## config.mk

```make
export PLATFORM = sky130hd
export DESIGN_NAME = rv32ex_ram
export DESIGN_NICKNAME = d
export VERILOG_FILES = /design/src/rtl/rv32ex_ram.sv
export SDC_FILE = /design/constraint.sdc
export NUM_CORES = 1
export LEC_CHECK = 0
export BUFFER_PORTS_ARGS = -buffer_cell sky130_fd_sc_hd__buf_2
export CELL_PAD_IN_SITES_DETAIL_PLACEMENT = 0
export CELL_PAD_IN_SITES_GLOBAL_PLACEMENT = 1
export CORE_ASPECT_RATIO = 1.1
export CORE_MARGIN = 8
export CORE_UTILIZATION = 54
export CTS_CLUSTER_SIZE = 14
export DETAILED_ROUTE_END_ITERATION = 12
export PLACE_DENSITY_LB_ADDON = 0.1
export SYNTH_ARGS = -nofsm -noshare
export SYNTH_HDL_FRONTEND = slang
export SYNTH_SLANG_ARGS = --single-unit
```

## constraint.sdc

```tcl
create_clock -name clk_i -period 3.7 [get_ports clk_i]
set_input_delay 0.37 -clock clk_i [delete_from_list [all_inputs] [get_ports clk_i]]
set_output_delay 0.37 -clock clk_i [all_outputs]
set_load 0.05 [all_outputs]
```

## src/rtl/rv32ex_ram.sv

```systemverilog
// ----------------------------------------------------------------------------
// Generic RAM
// One write port and one read port with a registered read that holds its
// data while no read is enabled.
// ----------------------------------------------------------------------------
`default_nettype none

module rv32ex_ram #(
  parameter int unsigned Width = 32,
  parameter int unsigned Depth = 32
) (
  input  wire logic                     clk_i,
  input  wire logic                     we_i,
  input  wire logic [$clog2(Depth)-1:0] waddr_i,
  input  wire logic [Width-1:0]         wdata_i,
  input  wire logic                     re_i,
  input  wire logic [$clog2(Depth)-1:0] raddr_i,
  output logic      [Width-1:0]         rdata_o
);

  logic [Width-1:0] mem_q [Depth];

  always_ff @(posedge clk_i) begin
    if (we_i) begin
      mem_q[waddr_i] <= wdata_i;
    end
    if (re_i) begin
      rdata_o <= mem_q[raddr_i];
    end
  end

endmodule

`default_nettype wire

```

==> out/summary.txt, run 1 <==
status - complete, no violations
count of cell types in the netlist - 24
Worst EP arrival - 2660 ps
final cell count without fillers - 3456
Yosys warning count - 0
Die Span Y - 304 um
reg2reg end - rdata_o[11]
Final #Nets - 2454
period utilisation layout - 62.2%
main flop type after synthesis - edfxtp_1
placed insts - 3267
WS Path Type - in -> reg
TNS Setup - 0 ps
first-pass GRT wire length - 149 mm
fmax - 434 MHz
CTS Buffer Depth - 3
Pre-Repair DR Iteration Count - 5
CTS Sinks - 1056
grt total ovfl - 0
Core Area - 74800 um^2
Max VDD drop - 393 uV
I/O pin cnt - 77
Hold Fails Final Rpt - 0
Hold WC Path Type - in -> reg
H-tree lvl count - 3
Routed WL per cell - 29.7 um
TritonCTS Buffers - 103
Slew @ Worst Pin - 970 ps
initial DRC count - 1992
GRT Total Usage - 24.0%
Buffers on Ports - 76
vias - 21100
Slew HR - 35.1%
initial antenna violation count - 10
Hold-fix buffers, CTS - 0
sequential area share after synthesis - 77.7%
commonest cells after routing, fill and taps aside - edfxtp_1 (1056), mux2i_1 (512), clkbuf_16 (107)
DRC Markers - 0
Area Growth Syn to Fin - 13.3%
post-cts resize count - 0
worst reg2reg path startpoint - mem_q[1][11]
Setup Fix Bufs, Post-CTS - 0
ys async rst share - 0%
Mapped Area - 40800 um^2
CTS tree - yes
PwrDens - 533 nW/um^2
static leakage power - 0.0161 uW
Placer Congestion - 0.784
most common cell after layout, fill and taps aside - edfxtp_1
CP startpoint - raddr_i[0]
share of layout cells above drive strength 1 - 14.3%
Setup WS post-layout - 1400 ps
vias per cell - 6.11
clock root cell - clkbuf_16
wirelength, routed - 102 mm
# rows - 105
max cap viols - 0
clk slew on worst S/H paths - 60 ps
Die Wd - 278 um
Seq cells post-synth - 1056
worst setup path endpoint - rdata_o[28]
RSZ-0062 raised after global routing - false
Critical Path Start Type - input port
clk_skew - 17.3 ps
syn avg cell area - 18.1 um^2
Initial Util - 54.6%
worst-path fanout max - 53
Cells after Synth - 2260
vias in the first global route - 21500
die area - 84600 um^2
Final setup viols - 0
syn nets - 2305
pre-CTS setup slack - 805 ps
Final HPWL DP - 60.5 mm
final worst path period need - 2300 ps
r2r setup slk - 1790 ps
Max Transition Viols Final - 0
largest net degree at the start of global routing - 54
worst-case reg-to-reg path depth - 5
clk_lat worst skew - 660 ps
crit end category - register
number of flops mapped to enable cells by yosys - 1056
CP required - 4050 ps
post-route ant nets - 0
==> metrics by stage <==
step	hold WS, ps	area [um^2]	power (uW)	utilization (%)
6_report	220	46200	24600	61.8
5_1_grt	243	46200	25400	61.8
4_1_cts	201	46200	24800	61.8
3_5_place_dp	669	43100	15100	57.6
3_3_place_gp	671	43100	15100	57.6
2_1_floorplan	469	40800	14400	-
==> worst min-delay path by stage <==
stage | start | to | slack (ps) | cells past startpoint
final | wdata_i[17] | mem_q[6][17] | 220 | 1
after global routing | wdata_i[1] | mem_q[10][1] | 240 | 1
after CTS | wdata_i[17] | mem_q[6][17] | 200 | 1
after detailed placement | mem_q[10][12] | rdata_o[12] | 670 | 4
after global placement | mem_q[10][8] | rdata_o[8] | 670 | 4
after floorplan | wdata_i[0] | mem_q[0][0] | 470 | 0
==> layer usage <==
layer | wire, um | vias to the layer above | share of wire [%] | global-route usage [%]
li1 | - | 9322 | - | -
met1 | 42300 | 10900 | 41 | 31.9
met2 | 49500 | 681 | 48 | 39.0
met3 | 5680 | 202 | 5.5 | 3.53
met4 | 4990 | 0 | 4.9 | 11.5
met5 | 0 | - | 0 | 0
==> synthesized netlist by cell type, drive strengths merged, types with 3 or more instances <==
library cell	number	area, um^2
a31oi	32	200
nand3b	5	37.5
edfxtp	1056	31700
a22o	64	561
nand2	98	368
nor2	34	128
buf	79	566
nor3	32	160
a22oi	96	721
a21oi	96	480
nand3	98	490
mux2i	512	5120
or3b	3	26.3
clkbuf	48	188
==> logic make-up after synthesis <==
group | synth area share [%]
flops | 77.7
mux | 12.6
compound gates | 4.81
simple gates | 3.08
buf+inv | 1.85
==> area by class of cell <==
cell class | instances | area [um^2]
clock buffer | 131 | 2770
multi-input combinational | 1077 | 8610
tap | 963 | 1200
antenna | 2 | 5.00
sequential | 1056 | 31700
fill | 5373 | 28500
clock inverter | 56 | 377
timing repair buffer | 171 | 1550
==> sequential cells by signal, summed over array words and instances, names as in the netlist <==
name / count
mem_q: 1024
rdata_o: 32
==> worst max-delay path, stage by stage <==
cell	delay [ps]
buf_8	440
buf_4	570
mux2i_1	270
a22o_1	180
nor3_1	60
a31oi_1	520
nand3_1	170
==> power by group <==
part           leakage, uW  internal [uW]  switching (uW)
logic              0.00499            418             978
clock network      0.00156           5540            4280
registers          0.00954          13400            61.6
No activity file was read; power rests on OpenSTA's default activity.
==> inputs of run 2 (changes only) <==
--- a/config.mk
+++ b/config.mk
@@ -10,7 +10,7 @@
 export CELL_PAD_IN_SITES_GLOBAL_PLACEMENT = 1
 export CORE_ASPECT_RATIO = 1.1
 export CORE_MARGIN = 8
-export CORE_UTILIZATION = 54
+export CORE_UTILIZATION = 49
 export CTS_CLUSTER_SIZE = 14
 export DETAILED_ROUTE_END_ITERATION = 12
 export PLACE_DENSITY_LB_ADDON = 0.1
==> constraint.sdc (replaced) <==
create_clock -name clk_i -period 2.1 [get_ports clk_i]
set_input_delay 0.21 -clock clk_i [delete_from_list [all_inputs] [get_ports clk_i]]
set_output_delay 0.21 -clock clk_i [all_outputs]
set_load 0.05 [all_outputs]
==> out/summary.txt, run 2 (synthesis results as in run 1) <==
status - complete, no violations
die area - 92800 um^2
most flop-heavy register - mem_q
static leakage power - 0.0167 uW
Pre-Repair DR Iteration Count - 5
TritonCTS Buffers - 107
critical-path cell list - buf_2
GRT Total Usage - 22.8%
CP bufs+invs - 1
FF+latch area - 31700 um^2
first-pass GRT wire length - 154 mm
Critical Path Start Type - register
post-route ant nets - 0
fmax - 591 MHz
CTS tree - yes
Initial Util - 49.2%
commonest cells after routing, fill and taps aside - edfxtp_1 (1056), mux2i_1 (512), clkbuf_16 (109)
wirelength, routed - 107 mm
Final HPWL DP - 60.5 mm
Largest register FFs - 1024
grt total ovfl - 0
Die Wd - 291 um
CTS Sinks - 1056
Area Growth Syn to Fin - 16.8%
PwrDens - 945 nW/um^2
WS Path Type - reg -> out
fillers - 6252
TNS Setup - 0 ps
# rows - 111
most common cell after layout, fill and taps aside - edfxtp_1
vias per cell - 5.91
CP top delay family - flip-flops
clk_skew - 31.1 ps
share of layout cells above drive strength 1 - 16.4%
clock root cell - clkbuf_16
worst hold slack - 44.5 ps
Hold Fails Final Rpt - 0
Worst EP arrival - 1480 ps
worst-path fanout max - 1
Die Span Y - 319 um
Max Transition Viols Final - 0
DRC Markers - 0
Slew HR - 57.3%
Design Power - 45000 uW
Routed WL per cell - 29.4 um
Final setup viols - 0
RSZ-0062 raised after global routing - false
initial DRC count - 1886
clk_lat worst skew - 670 ps
Largest regs - mem_q (1024), rdata_o (32)
CTS Buffer Depth - 3
crit end category - output port
largest net degree at the start of global routing - 59
CP max stage delay - 500 ps
final worst path period need - 1690 ps
vias - 21500
H-tree lvl count - 3
post-cts resize count - 0
Buffers on Ports - 76
initial antenna violation count - 8
CP required - 1890 ps
slowest cell on the critical path - edfxtp_1
max cap viols - 0
area of the multi-input gates - 8610 um^2
Max VDD drop - 662 uV
period utilisation layout - 80.6%
Final #Nets - 2519
Slew @ Worst Pin - 640 ps
Hold WC Path Type - in -> reg
vias in the first global route - 22200
Placer Congestion - 0.756
Core Area - 82900 um^2
I/O pin cnt - 77
clk slew on worst S/H paths - 60 ps
[run 2: cell types whose count changed in the layout (fill, tap and decap cells not counted), sizes merged]
cell,before,now
bufinv,4,13
inv,4,3
clkinvlp,1,6
diode,2,8
dlygate4sd3,0,5
clkbuf,131,126
buf,171,227
[run 2: through the flow]
step | setup slack, ps | instance area, um^2 | util [%] | cells
2_1_floorplan | -436 | 40900 | - | 2260
3_3_place_gp | -25.6 | 44100 | 53.2 | 3433
3_5_place_dp | -45.1 | 44100 | 53.2 | 3433
4_1_cts | 325 | 47600 | 57.5 | 3633
5_1_grt | 317 | 47600 | 57.5 | 3634
6_report | 408 | 47700 | 57.5 | 3641
[run 2: area by class of cell]
class / instances / share of cell area (%)
clock inverter: 69 / 1.44
clock buffer: 126 / 5.86
timing repair buffer: 232 / 5.25
sequential: 1056 / 66.5
tap: 1073 / 2.82
multi-input combinational: 1077 / 18.1
antenna: 8 / 0.0420
[run 2: layer usage]
| metal | vias up | part of all wire (%) | track usage (%) |
|---|---|---|---|
| li1 | 9470 | - | - |
| met1 | 11200 | 43 | 30.9 |
| met2 | 660 | 48 | 37.0 |
| met3 | 182 | 6.4 | 4.82 |
| met4 | 0 | 2.7 | 6.93 |
| met5 | - | 0 | 0 |
[run 2: timing repair]
item / CTS / global route
hold buffers: 5 / 0
endpoints found under the hold margin: 95 / 0
setup buffers: 0 / 0
[run 2: where the power goes]
part	switching [uW]	total (uW)	internal (uW)	leakage (uW)
clock	7820	18900	11000	0.00169
sequential	93.3	23600	23500	0.00954
combinational	1710	2550	839	0.00544
[run 2: path summary, 6_finish.rpt]
path | cells past startpoint | slack (ps) | end | startpoint
max | 1 | 410 | rdata_o[7] | rdata_o[7]
min | 1 | 40 | mem_q[19][19] | wdata_i[19]
max reg2reg | 5 | 510 | rdata_o[6] | mem_q[1][6]
min reg2reg | 4 | 650 | rdata_o[17] | mem_q[16][17]
